<file path="src/rtl/bfp_pkg.sv">
// ----------------------------------------------------------------------------
// Bernoulli function pair: shared package
// Command and status types between controller and datapath, region codes,
// the fixed work format and the reciprocal table used by the divide-by-index.
// ----------------------------------------------------------------------------
package bfp_pkg;

   // Work format is unsigned Q.30.
   localparam int WF = 30;

   // ln(2) in the work format.
   localparam logic [36:0] LN2_W = 37'd744261118;

   typedef enum logic [1:0] {
      REG_ZERO   = 2'd0,
      REG_ASYM   = 2'd1,
      REG_DIRECT = 2'd2,
      REG_SERIES = 2'd3
   } region_type;

   typedef enum logic [3:0] {
      OP_NOP,
      OP_LOAD,
      OP_RED,
      OP_MUL,
      OP_RCP,
      OP_FIX,
      OP_ACC,
      OP_EXPF,
      OP_DIVA,
      OP_DIVC,
      OP_DSTEP,
      OP_FIN_DIR,
      OP_FIN_SER,
      OP_WRITE
   } op_type;

   typedef struct packed {
      op_type     op;
      logic [2:0] bit_sel;   // quotient bit for range reduction
      logic [4:0] idx_m1;    // term index minus one
   } cmd_type;

   typedef struct packed {
      region_type region;
      logic       term_zero;
      logic       term_gt_thr;
   } status_type;

   // Last term index (minus one) for the exponential and the series loops.
   localparam logic [4:0] DIR_LAST_M1 = 5'd23;
   localparam logic [4:0] SER_LAST_M1 = 5'd31;

   // floor((2^32-1)/i) for i = 1..32; the product with it is at most one low.
   localparam logic [31:0] RECIP_TBL [32] = '{
      32'(64'hFFFFFFFF / 64'd1),  32'(64'hFFFFFFFF / 64'd2),
      32'(64'hFFFFFFFF / 64'd3),  32'(64'hFFFFFFFF / 64'd4),
      32'(64'hFFFFFFFF / 64'd5),  32'(64'hFFFFFFFF / 64'd6),
      32'(64'hFFFFFFFF / 64'd7),  32'(64'hFFFFFFFF / 64'd8),
      32'(64'hFFFFFFFF / 64'd9),  32'(64'hFFFFFFFF / 64'd10),
      32'(64'hFFFFFFFF / 64'd11), 32'(64'hFFFFFFFF / 64'd12),
      32'(64'hFFFFFFFF / 64'd13), 32'(64'hFFFFFFFF / 64'd14),
      32'(64'hFFFFFFFF / 64'd15), 32'(64'hFFFFFFFF / 64'd16),
      32'(64'hFFFFFFFF / 64'd17), 32'(64'hFFFFFFFF / 64'd18),
      32'(64'hFFFFFFFF / 64'd19), 32'(64'hFFFFFFFF / 64'd20),
      32'(64'hFFFFFFFF / 64'd21), 32'(64'hFFFFFFFF / 64'd22),
      32'(64'hFFFFFFFF / 64'd23), 32'(64'hFFFFFFFF / 64'd24),
      32'(64'hFFFFFFFF / 64'd25), 32'(64'hFFFFFFFF / 64'd26),
      32'(64'hFFFFFFFF / 64'd27), 32'(64'hFFFFFFFF / 64'd28),
      32'(64'hFFFFFFFF / 64'd29), 32'(64'hFFFFFFFF / 64'd30),
      32'(64'hFFFFFFFF / 64'd31), 32'(64'hFFFFFFFF / 64'd32)
   };

endpackage

</file>
<file path="src/rtl/bfp_ctrl.sv">
// ----------------------------------------------------------------------------
// Bernoulli function pair: controller
// Sequences the datapath through classification, range reduction, the term
// loop, the divisions and the result write, and owns the result valid flag.
// ----------------------------------------------------------------------------
module bfp_ctrl #(
   parameter int DNW = 55
) (
   input  logic                clock,
   input  logic                reset,
   input  logic                req_tvalid,
   output logic                req_tready,
   output logic                rsp_tvalid,
   input  logic                rsp_tready,
   input  bfp_pkg::status_type status,
   output bfp_pkg::cmd_type    cmd
);
   import bfp_pkg::*;

   localparam int CW = $clog2(DNW);

   typedef enum logic [3:0] {
      ST_IDLE, ST_CLASS, ST_RED, ST_MUL, ST_RCP, ST_FIX, ST_ACC,
      ST_EXPF, ST_DIV, ST_POST, ST_OUT
   } state_type;

   state_type     state_ff, state_in;
   logic [CW-1:0] cnt_ff, cnt_in;
   logic [4:0]    idx_ff, idx_in;
   logic          second_ff, second_in;
   logic          valid_ff, valid_in;
   logic          cont;

   always_comb begin
      state_in   = state_ff;
      cnt_in     = cnt_ff;
      idx_in     = idx_ff;
      second_in  = second_ff;
      valid_in   = valid_ff && !rsp_tready;
      req_tready = 1'b0;
      cont       = 1'b0;
      cmd.op      = OP_NOP;
      cmd.bit_sel = cnt_ff[2:0];
      cmd.idx_m1  = idx_ff;

      unique case (state_ff)
         ST_IDLE: begin
            req_tready = 1'b1;
            if (req_tvalid) begin
               cmd.op   = OP_LOAD;
               state_in = ST_CLASS;
            end
         end
         ST_CLASS: begin
            unique case (status.region)
               REG_DIRECT: begin
                  cnt_in   = CW'(6);
                  idx_in   = '0;
                  state_in = ST_RED;
               end
               REG_SERIES: begin
                  // The series starts at the second term.
                  idx_in   = 5'd1;
                  state_in = ST_MUL;
               end
               default: state_in = ST_OUT;
            endcase
         end
         ST_RED: begin
            cmd.op = OP_RED;
            if (cnt_ff == '0) begin
               state_in = ST_MUL;
            end else begin
               cnt_in = cnt_ff - 1'b1;
            end
         end
         ST_MUL: begin
            cmd.op   = OP_MUL;
            state_in = ST_RCP;
         end
         ST_RCP: begin
            cmd.op   = OP_RCP;
            state_in = ST_FIX;
         end
         ST_FIX: begin
            cmd.op   = OP_FIX;
            state_in = ST_ACC;
         end
         ST_ACC: begin
            cmd.op = OP_ACC;
            if (status.region == REG_DIRECT) begin
               cont = !status.term_zero && (idx_ff < DIR_LAST_M1);
            end else begin
               cont = status.term_gt_thr && (idx_ff < SER_LAST_M1);
            end
            if (cont) begin
               idx_in   = idx_ff + 1'b1;
               state_in = ST_MUL;
            end else begin
               state_in = ST_EXPF;
            end
         end
         ST_EXPF: begin
            cmd.op    = (status.region == REG_DIRECT) ? OP_EXPF : OP_DIVA;
            second_in = 1'b0;
            cnt_in    = CW'(DNW - 1);
            state_in  = ST_DIV;
         end
         ST_DIV: begin
            cmd.op = OP_DSTEP;
            if (cnt_ff == '0) begin
               state_in = ST_POST;
            end else begin
               cnt_in = cnt_ff - 1'b1;
            end
         end
         ST_POST: begin
            if (status.region == REG_SERIES && !second_ff) begin
               cmd.op    = OP_DIVC;
               second_in = 1'b1;
               cnt_in    = CW'(DNW - 1);
               state_in  = ST_DIV;
            end else begin
               cmd.op   = (status.region == REG_DIRECT) ? OP_FIN_DIR : OP_FIN_SER;
               state_in = ST_OUT;
            end
         end
         ST_OUT: begin
            if (!valid_ff || rsp_tready) begin
               cmd.op   = OP_WRITE;
               valid_in = 1'b1;
               state_in = ST_IDLE;
            end
         end
         default: state_in = ST_IDLE;
      endcase
   end

   always_ff @(posedge clock) begin
      if (reset) begin
         state_ff  <= ST_IDLE;
         cnt_ff    <= '0;
         idx_ff    <= '0;
         second_ff <= 1'b0;
         valid_ff  <= 1'b0;
      end else begin
         state_ff  <= state_in;
         cnt_ff    <= cnt_in;
         idx_ff    <= idx_in;
         second_ff <= second_in;
         valid_ff  <= valid_in;
      end
   end

   assign rsp_tvalid = valid_ff;

   // A new result never overwrites one that is still waiting.
   assert property (@(posedge clock) disable iff (reset)
      (cmd.op == OP_WRITE) |-> (!valid_ff || rsp_tready))
      else $error("result register overwritten while stalled");

   assert property (@(posedge clock) disable iff (reset)
      (req_tvalid && req_tready) |=> (state_ff == ST_CLASS))
      else $error("accepted beat not classified");

   assert property (@(posedge clock) disable iff (reset)
      (state_ff == ST_DIV && cnt_ff != '0) |=>
         (state_ff == ST_DIV && cnt_ff == $past(cnt_ff) - 1'b1))
      else $error("divider step count broken");

   assert property (@(posedge clock) disable iff (reset)
      (state_ff == ST_MUL && status.region == REG_DIRECT) |-> (idx_ff < DIR_LAST_M1 + 5'd1))
      else $error("exponential term index out of range");

endmodule

</file>
<file path="config.mk">
export PLATFORM = sky130hd
export DESIGN_NAME = bfp_ctrl
export DESIGN_NICKNAME = d
export VERILOG_FILES = /design/src/rtl/bfp_pkg.sv /design/src/rtl/bfp_ctrl.sv
export SDC_FILE = /design/constraint.sdc
export NUM_CORES = 1
export LEC_CHECK = 0
export BUFFER_PORTS_ARGS = -buffer_cell sky130_fd_sc_hd__buf_2
export CORE_MARGIN = 10
export CORE_UTILIZATION = 40
export CTS_CLUSTER_DIAMETER = 150
export DETAILED_ROUTE_END_ITERATION = 10
export GPL_ROUTABILITY_DRIVEN = 1
export HOLD_SLACK_MARGIN = 0.08
export PLACE_DENSITY_LB_ADDON = 0.25
export SYNTH_ARGS = -nofsm -noshare
export SYNTH_HDL_FRONTEND = slang
export SYNTH_SLANG_ARGS = --single-unit
</file>
<file path="constraint.sdc">
create_clock -name clock -period 1.7 [get_ports clock]
set_input_delay 0.17 -clock clock [delete_from_list [all_inputs] [get_ports clock]]
set_output_delay 0.17 -clock clock [all_outputs]
set_load 0.01 [all_outputs]
</file>
== Yosys cells after proc, flatten, opt, wreduce, memory -nomap -nowiden ==
Index checks and enable logic that the tools add are counted.
Cells by class
  add/sub/neg operators: 2
  order comparisons: 2
  equality and inequality tests: 21
  mux-type cells: 28
  reductions and logical operators: 19
Operator list (count)
  $pmux 4 s11: 1
  $pmux 4 s10: 1
  $mux 4: 6
  $pmux 6 s4: 1
  $pmux 5 s2: 2
  $mux 6: 3
  $eq 4x3->1 const B: 4
  $ne 2x2->1 const B: 8
  $eq 4x4->1 const B: 3
  $lt 5x5->1 const B: 2
  $mux 3: 3
  $eq 4x2->1 const B: 2
  $pmux 4 s2: 1
  $reduce_and 4->1: 2
  $mux 1: 7
  $logic_not 6->1: 1
  $sub 6x1->6 const B: 1
  $add 5x1->5 const B: 1
  $mux 5: 1
  $eq 2x2->1 const B: 2
  $eq 4x1->1 const B: 1
  $logic_and 1x1->1: 4
  $logic_not 1->1: 4
  $logic_not 4->1: 1
  other kinds (9): 10
Storage, ports and cells
  register bits: 17
  input bits: 8
  output and inout port bits: 14
  logic and storage cells: 77

== Depth between registers and ports, before layout ==
Gate-level depths: netlist of the first run.
  depth in word-level cells: 6
  mapped depth: 7

== Least setup slack after synthesis of the first run ==
OpenSTA, ideal clock, no wires.
  path kind: reg2reg
  start point: reg cnt_ff[0]
  end point: reg cnt_ff[5]
  setup time: 0.132 ns
  data arrival time: 1.568 ns
  data required time: 1.568 ns
  setup slack: -0.001 ns
  cell stages (with the launch flop): 8
  buffers on the path: 0
  period minus slack after synthesis: 1.701 ns
  path through: dfxtp_1 > inv_1 > ha_1 > nor2b_1 > a2111oi_4 > nor3_4 > o21ai_0 > a21oi_1
Between the ends
  word-level cells in the longest chain between the ends: 3
RTL lines
  start: declaration: RTL line bfp_ctrl.sv:28  | logic [CW-1:0] cnt_ff, cnt_in;
  start signal: assignment: RTL line bfp_ctrl.sv:148  | cnt_ff <= cnt_in;
  $sub 6x1->6 / $logic_not 6->1 (equally long branches)
  $mux 6 / $ne 2x2->1 (equally long branches)
  $pmux 6 s4 / $reduce_and 4->1 (equally long branches)
Several ways; a longest one is shown, not always the timed one. The select of a mux whose other input is x is not followed.
A chain may end at the register's enable or synchronous reset.

==> impl_metrics.csv, run 1 <==
group,metric,value,unit
die,start_util,42.80,%
logic_synthesis,netlist_area,1339,um^2
global_routing,grt_usage,13.00,%
setup_path,path_class,"flop to output pin",
global_routing,grt_max_degree,23,
setup_path,critPathArrivalTime,1.56,ns
die,core_area,3128,um^2
pwr,p_comb_share,60.0,%
logic_synthesis,synth_edf_count,0,
logic_synthesis,synth.ff_latch_count,17,
drt,drtPass1Iterations,4,
clock_network,cts.sinks,17,
logic_synthesis,synth_warnings,0,
final_layout,utilization,59.36,%
final_layout,final_common_cell,"buf_4",
clock_network,ctsHoldBuffers,0,
sta,max_freq,579.1,MHz
logic_synthesis,avgSynthCellArea,7.438,um^2
place,place_area,1602,um^2
setup_path,crit_slowest_cell,"dfxtp_2",
setup_path,start_kind,"flop",
drt,routed_wl,4033,um
pwr,netSwitchingFraction,41.90,%
sta,maxSlewHeadroom,75.25,%
final_layout,syn_to_final_growth,38.69,%
drt,drc,0,
clock_network,htreeDepth,1,
flow_run,cap_violations,0,
final_layout,num-nets-final,236,
sta,worstMarginPinSlew,0.3700,ns
setup_path,cp_cell_sequence,"buf_6, nand2b_4, o32ai_2, nand2_1, o221ai_1, buf_2",
clock_network,root_buffer,"clkbuf_4",
place,place_congestion,0.8731,
sta,min_period,1.727,ns
logic_synthesis,seq_area_frac_synth,25.42,%
clock_network,ctsLongestPathBuffers,2,
pwr,seqPwrFrac,27.3,%
final_layout,final_area,1857,um^2
logic_synthesis,synthTopCellsByArea,"dfxtp_1, a21oi_1, nand2_1, nor2_1, o21ai_0",
drt,ant_nets,0,
pwr,leakage,0.7786,nW
place,dp_slack,0.01995,ns
die,dieWidth,77.85,um
clock_network,cts_made_buffers,3,
outcome,status,"complete, but fails checks",
outcome,violations,"setup timing",
sta,setup_viol,2,
logic_synthesis,ys_async_sr_fraction,0,%
sta,hold_violations,0,
global_routing,grt.overflow.total,0,
place,io_buffers,21,
clock_network,insertion_delay,0.30,ns
logic_synthesis,synth_top_area_cell,"dfxtp_1",
setup_path,cp-end-kind,"output pin",
sta,skew,0.002627,ns
setup_path,path_max_fanout,5,
pwr,pwr-share-clk,12.7,%
drt,drt_first_iter_violations,152,
die,fp-row-count,20,
sta,layout_worst_path_cycle_share,101.6,%
clock_network,clk_pin_slew,0.12,ns
setup_path,slowest_delay,0.36,ns
drt,viasPerCell,5.642,
logic_synthesis,synth.distinct_cells,53,
die,die_height,77.85,um
final_layout,final_cell_mix,"buf_4, buf_2, nand2_1",
final_layout,layout-drive-gt1-share,42.86,%
pwr,peakVddDrop,431.2,uV
sta,timing.final.ws_setup,-0.02683,ns
final_layout,num_antenna_cells,0,
setup_path,crit_family,"flip-flops",
global_routing,grt_first_pass_wirelength,6851,um
min_path,hold_class,"input pin to flop",
sta,drv_slew,0,
setup_path,crit_buf_inv,2,
pwr,netSwitchingPower,0.0007882,W
sta,rsz0062_at_grt,"true",
pwr,intPower,0.001093,W
setup_path,required,1.53,ns
pwr,power.density,1013,nW/um^2
drt,post_drt_wl_per_cell,15.05,um
clock_network,cts_tree,"built",
die,io_pins,22,
die,dieArea,6061,um^2
global_routing,antenna_found_initial,0,
logic_synthesis,yosysTopAreaCellShare,25.42,%
logic_synthesis,synth_nets,191,
logic_synthesis,synthFlopType,"dfxtp_1",
drt,dr_total_vias,1512,
global_routing,grt_pass1_vias,1480,
logic_synthesis,netlist_instances,180,
place,dp_hpwl,2895,um
==> kinds of logic after synthesis <==
group | synth area share, %
buffers and inverters | 8.411
AND/OR/NAND/NOR | 29.54
flip-flops | 25.42
XOR/XNOR | 0.6543
multiplexers | 3.271
adder cells (fa/ha/maj) | 3.645
AO/OA/AOI/OAI | 29.07
==> flip-flops by register name, summed over array words and instances, names as in the netlist <==
signal	flops
second_ff	1
cnt_ff	6
rsp_tvalid	1
idx_ff	5
state_ff	4
==> power by group through the flow <==
stage	clock network, W	logic, W	registers, W
6_report	0.000239	0.00113	0.000513
5_1_grt	0.000264	0.00123	0.000524
4_1_cts	0.000243	0.00102	0.000500
3_5_place_dp	0	0.000932	0.000515
3_3_place_gp	0	0.000910	0.000514
2_1_floorplan	0	0.000616	0.000498
==> synth_stat cells (all sizes together) (2+ instances only) <==
| master | count |
|---|---|
| nand2 | 19 |
| nor2b | 6 |
| mux2i | 2 |
| dfxtp | 17 |
| nor4 | 4 |
| inv | 12 |
| nand2b | 4 |
| a31oi | 3 |
| a22oi | 2 |
| ha | 3 |
| nor2 | 17 |
| a211oi | 4 |
| a21oi | 15 |
| nor3 | 11 |
| buf | 7 |
| nand3 | 6 |
| o21ai | 12 |
| o31a | 2 |
| clkbuf | 6 |
==> stage by stage <==
step | hold slack [ns] | std cells | total power, W | TNS [ns]
finish | 0.2035 | 268 | 0.001881 | -0.04681
global route | 0.2185 | 268 | 0.002020 | -0.4514
detailed placement | 0.4758 | 253 | 0.001447 | 0
global placement | 0.4651 | 253 | 0.001424 | 0
floorplan | 0.4172 | 180 | 0.001115 | 0
CTS | 0.2296 | 262 | 0.001760 | 0
==> layout make-up <==
type / instances / area (um^2)
Sequential cell: 17 / 354.1
Fill cell: 278 / 1271
Clock buffer: 3 / 22.52
Timing Repair Buffer: 53 / 380.4
Inverter: 12 / 45.04
Multi-Input combinational cell: 138 / 994.7
Tap cell: 44 / 55.05
Clock inverter: 1 / 5.005
==> worst min-delay path, cell delays in order <==
cell and delay [ns]:
buf_2 0.09, nor2b_2 0.06, a21oi_1 0.11, nor2_1 0.04
==> worst paths after layout <==
check | slack, ns | from | endpoint | cells past startpoint
setup / recovery | -0.03 | state_ff[2]$_SDFFE_PP0P_ | cmd[8] | 6
hold / removal | 0.20 | rsp_tready | rsp_tvalid$_SDFF_PP0_ | 4
setup reg to reg | 0.03 | state_ff[3]$_SDFFE_PP0P_ | cnt_ff[1]$_SDFFE_PP0P_ | 6
hold reg to reg | 0.50 | idx_ff[2]$_SDFFE_PP0P_ | idx_ff[2]$_SDFFE_PP0P_ | 2
==> layer usage <==
layer	part of all wire [%]	up-vias	track usage (%)
met5	0	-	0
met4	1.1	0	3.832
met3	5.4	6	2.650
met2	49	43	21.23
met1	45	720	16.71
li1	-	743	-
==> what timing repair did <==
item,in CTS,in global routing
endpoints found under the hold margin,0,0
pin swaps,6,9
buffers inserted,5,6
setup endpoints to repair,5,16
resized for setup,18,30
(Power assumes the default switching activity.)
==> inputs of run 2 (changes only) <==
--- a/config.mk
+++ b/config.mk
@@ -6,6 +6,7 @@
 export NUM_CORES = 1
 export LEC_CHECK = 0
 export BUFFER_PORTS_ARGS = -buffer_cell sky130_fd_sc_hd__buf_2
+export CORE_ASPECT_RATIO = 0.75
 export CORE_MARGIN = 10
 export CORE_UTILIZATION = 40
 export CTS_CLUSTER_DIAMETER = 150
==> run 2 against run 1 <==
  * The run now ends clean
  * Die area grew 0.40%
  * Worst hold slack gained 0.060 ns
  * Fmax grew 4.1%
  * Final cell count shrank 3.4%
  * Setup slack gained 0.068 ns
  * Clock power grew 27%
==> impl_metrics.csv, run 2 (same netlist as run 1, synthesis figures left out) <==
group,metric,value,unit
clock_network,clk_pin_slew,0.07,ns
global_routing,grt_first_pass_wirelength,6506,um
final_layout,fin_cells,259,
drt,drt_first_iter_violations,145,
sta,drv_slew,0,
place,dp_slack,0.003566,ns
clock_network,insertion_delay,0.25,ns
setup_path,cp_cell_sequence,"buf_12, nand2b_4, o32ai_2, nand2_1, o311ai_2, buf_2",
drt,dr_total_vias,1465,
final_layout,layout-drive-gt1-share,36.99,%
die,dieWidth,86.80,um
die,dieArea,6085,um^2
clock_network,htreeDepth,1,
drt,drtPass1Iterations,4,
clock_network,ctsLongestPathBuffers,2,
global_routing,grt_pass1_vias,1395,
sta,worstMarginPinSlew,0.4143,ns
sta,min_period,1.659,ns
die,fp-row-count,18,
setup_path,start_kind,"flop",
place,place_congestion,0.9049,
global_routing,use_met2,19.82,%
pwr,leakage,0.7465,nW
global_routing,grt_usage,12.58,%
clock_network,cts_tree,"built",
global_routing,grtUsageMet1,16.20,%
place,dp_hpwl,2974,um
place,dp_cells,251,
setup_path,slowest_delay,0.34,ns
die,core_area,3243,um^2
global_routing,grt_max_degree,20,
clock_network,cts_made_buffers,3,
sta,timing.final.ws_setup,0.04098,ns
clock_network,root_buffer,"clkbuf_8",
setup_path,path_max_fanout,11,
drt,ant_nets,0,
global_routing,grt_use_met3,4.056,%
final_layout,final_area,1763,um^2
final_layout,syn_to_final_growth,31.68,%
sta,max_freq,602.8,MHz
global_routing,antenna_found_initial,0,
global_routing,grt.overflow.total,0,
place,io_buffers,21,
drt,drc,0,
min_path,hold_class,"input pin to flop",
setup_path,required,1.53,ns
final_layout,num-nets-final,231,
pwr,power.density,1039,nW/um^2
sta,maxSlewHeadroom,72.12,%
final_layout,utilization,54.36,%
final_layout,num_antenna_cells,0,
clock_network,cts.sinks,17,
sta,setup_viol,0,
die,io_pins,22,
final_layout,reg_top3,"cnt_ff: 6 flops, idx_ff: 5 flops, state_ff: 4 flops",
sta,layout_worst_path_cycle_share,97.59,%
drt,post_drt_wl_per_cell,15.42,um
die,die_height,70.10,um
setup_path,crit_slowest_cell,"dfxtp_2",
flow_run,cap_violations,0,
sta,skew,0.005036,ns
global_routing,top_usage_layer,"met2",
setup_path,cp-end-kind,"output pin",
final_layout,top_register,"cnt_ff",
drt,viasPerCell,5.656,
final_layout,final_cell_mix,"buf_4, buf_2, nand2_1",
final_layout,largest_reg_flops,6,
outcome,status,"completed",
die,start_util,41.28,%
place,place_area,1612,um^2
sta,rsz0062_at_grt,"true",
setup_path,critPathArrivalTime,1.49,ns
pwr,p_total,0.001832,W
drt,routed_wl,3994,um
setup_path,path_class,"flop to output pin",
pwr,peakVddDrop,536.3,uV
final_layout,final_common_cell,"buf_4",
sta,hold_violations,0,
[run 2: cell types whose count changed in the layout (fill, tap and decap cells not counted), sizes merged]
cell / change
clkinv: -1
clkbuf: +1
buf: -5
[run 2: power breakdown]
group	leakage [nW]	switching, W	internal [W]
registers	0.141	0.0000736	0.000455
clock network	0.0228	0.000138	0.000166
logic	0.582	0.000543	0.000455
[run 2: final timing paths]
| path | startpoint | to | slack, ns | cells past startpoint |
|---|---|---|---|---|
| setup / recovery | state_ff[2]$_SDFFE_PP0P_ | cmd[10] | 0.04 | 6 |
| hold / removal | rsp_tready | rsp_tvalid$_SDFF_PP0_ | 0.26 | 4 |
| setup reg to reg | cnt_ff[1]$_SDFFE_PP0P_ | cnt_ff[4]$_SDFFE_PP0P_ | 0.05 | 7 |
| hold reg to reg | cnt_ff[5]$_SDFFE_PP0P_ | cnt_ff[5]$_SDFFE_PP0P_ | 0.49 | 2 |
[run 2: stage by stage]
step | hold WS [ns] | TNS (ns)
after floorplan | 0.4172 | 0
after global placement | 0.4633 | 0
after detailed placement | 0.4755 | 0
after CTS | 0.2926 | 0
after global routing | 0.2979 | -0.07035
final | 0.2632 | 0
[run 2: worst max-delay path, delay by kind of cell (launching register included)]
kind	cells	cell delay, ns
AO/OA/AOI/OAI	2	0.33
flip-flops	1	0.34
buffers and inverters	2	0.31
AND/OR/NAND/NOR	2	0.26
[run 2: final cells by class]
class,instances,area (um^2)
multi-input combinational,138,944.7
tap,40,50.05
fill,315,1480
inverter,12,45.04
timing repair buffer,48,324.1
clock buffer,4,45.04
sequential,17,354.1
[run 2: metal layers]
layer  part of all wire, %  routed length, um
met3                   7.2                287
met1                    45               1802
met2                    46               1839
met4                   1.6                 65
met5                     0                  0
[run 2: timing repair]
action,in CTS,in global routing
setup buffers,0,4
pin swaps,2,7
resized for setup,11,17
hold buffers,0,0
hold endpoints to repair,0,0
endpoints found under the setup margin,4,11
==> inputs of run 3 (changes only) <==
--- a/config.mk
+++ b/config.mk
@@ -6,7 +6,7 @@
 export NUM_CORES = 1
 export LEC_CHECK = 0
 export BUFFER_PORTS_ARGS = -buffer_cell sky130_fd_sc_hd__buf_2
-export CORE_ASPECT_RATIO = 0.75
+export CORE_ASPECT_RATIO = 0.5
 export CORE_MARGIN = 10
 export CORE_UTILIZATION = 40
 export CTS_CLUSTER_DIAMETER = 150
==> run 3 against run 2 <==
  * Setup slack got worse by 0.017 ns
  * Global-route usage rose by 0.30 points
  * Wire length unchanged
  * Design area grew 1.2%
  * Sequential power is 0.9% higher
  * Worst hold slack better by 0.012 ns
  * Sequential share of layout area shrank 0.17 points
  * Power grew 1.1%
  * Register-to-register slack improved by 0.02 ns
  * Sequential cell count did not move
  * Critical path type unchanged
==> impl_metrics.csv, run 3 (same netlist as run 1, synthesis figures left out) <==
group,metric,value,unit
die,io_pins,22,
sta,max_freq,596.7,MHz
min_path,hold_class,"input pin to flop",
drt,drt_first_iter_violations,155,
global_routing,antenna_found_initial,0,
clock_network,cts_made_buffers,3,
sta,maxSlewHeadroom,73.56,%
global_routing,grt_usage,12.88,%
die,fp-row-count,14,
pwr,power.density,1038,nW/um^2
final_layout,layout-drive-gt1-share,38.64,%
drt,drtPass1Iterations,4,
die,start_util,43.18,%
final_layout,fillCellCount,287,
setup_path,start_kind,"flop",
sta,hold_violations,0,
outcome,status,"completed",
clock_network,insertion_delay,0.26,ns
final_layout,syn_to_final_growth,33.27,%
sta,min_period,1.676,ns
place,place_congestion,0.9217,
setup_path,reg2reg_depth,7,
global_routing,grt_first_pass_wirelength,6575,um
final_layout,largest_reg_flops,6,
setup_path,path_max_fanout,6,
global_routing,grt.overflow.total,0,
flow_run,cap_violations,0,
drt,post_drt_wl_per_cell,15.36,um
final_layout,final_cell_mix,"buf_4, buf_2, nand2_1",
final_layout,regArea,355.3,um^2
sta,skew,0.009463,ns
die,dieArea,6202,um^2
final_layout,num_antenna_cells,0,
die,core_area,3100,um^2
clock_network,ctsLongestPathBuffers,2,
clock_network,htreeDepth,1,
final_layout,multiInputGateArea,965.9,um^2
setup_path,cp-end-kind,"output pin",
final_layout,reg_top3,"cnt_ff: 6 flops, idx_ff: 5 flops, state_ff: 4 flops",
place,dp_hpwl,2953,um
drt,viasPerCell,5.712,
clock_network,cts.sinks,17,
clock_network,cts_tree,"built",
pwr,p_total,0.001852,W
sta,setup_viol,0,
final_layout,final_area,1784,um^2
place,io_buffers,21,
pwr,leakage,0.7412,nW
drt,dr_total_vias,1485,
final_layout,top_register,"cnt_ff",
final_layout,utilization,57.55,%
sta,rsz0062_at_grt,"true",
die,dieWidth,101.8,um
drt,routed_wl,3994,um
min_path,worst_hold_path.num_cells,4,
final_layout,num-nets-final,232,
global_routing,grt_pass1_vias,1402,
drt,ant_nets,0,
setup_path,required,1.53,ns
sta,drv_slew,0,
place,place_area,1614,um^2
sta,layout_worst_path_cycle_share,98.58,%
pwr,peakVddDrop,342.4,uV
drt,drc,0,
clock_network,clk_pin_slew,0.06,ns
clock_network,root_buffer,"clkbuf_8",
die,die_height,60.91,um
global_routing,grt_max_degree,19,
setup_path,critPathArrivalTime,1.51,ns
setup_path,path_class,"flop to output pin",
sta,worstMarginPinSlew,0.3954,ns
final_layout,final_common_cell,"buf_4",
clock_network,ctsHoldBuffers,0,
[run 3: critical path: stages (launching register included)]
cell	delay [ns]
dfxtp_4	0.37
buf_4	0.15
buf_4	0.15
nand2b_1	0.16
o311ai_1	0.24
buf_2	0.18
[run 3: cell type report]
cell class,instances,area share (%)
Inverter,12,2.525
Sequential cell,17,19.92
Tap cell,40,2.805
Multi-Input combinational cell,138,54.14
Timing Repair Buffer,49,18.09
Clock buffer,4,2.525
[run 3: where the power goes]
| part | internal [W] | switching (W) |
|---|---|---|
| clock network | 0.000167 | 0.000148 |
| logic | 0.000481 | 0.000521 |
| registers | 0.000454 | 0.0000799 |
| total | 0.00110 | 0.000750 |
[run 3: metrics by stage]
stage	cells	setup TNS (ns)	setup WS, ns	hold slack [ns]
floorplan	180	0	0.05292	0.4172
global placement	253	0	0.05911	0.4693
detailed placement	253	-0.0002078	-0.0002078	0.4861
CTS	258	0	0.005293	0.2899
global route	260	-0.07816	-0.03825	0.3218
finish	260	0	0.02410	0.2756
[run 3: metal layers]
metal	GRT usage, %	up-vias	part of all wire [%]
met5	0	-	0
met1	15.48	702	46
li1	-	741	-
met2	22.58	37	47
met4	2.590	0	0.53
met3	3.968	5	5.8
[run 3: what timing repair did]
item / in CTS / in global routing
endpoints found under the setup margin: 4 / 11
pin swaps: 1 / 9
cloned: 0 / 0
buffers inserted: 1 / 2
gates resized for setup: 13 / 20
[run 3: path summary, 6_finish.rpt]
| kind | endpoint | start | slack (ns) |
|---|---|---|---|
| min reg2reg | cnt_ff[5]$_SDFFE_PP0P_ | cnt_ff[5]$_SDFFE_PP0P_ | 0.47 |
| min | rsp_tvalid$_SDFF_PP0_ | rsp_tready | 0.28 |
| max reg2reg | cnt_ff[5]$_SDFFE_PP0P_ | cnt_ff[1]$_SDFFE_PP0P_ | 0.07 |
| max | cmd[10] | state_ff[1]$_SDFFE_PP0P_ | 0.02 |
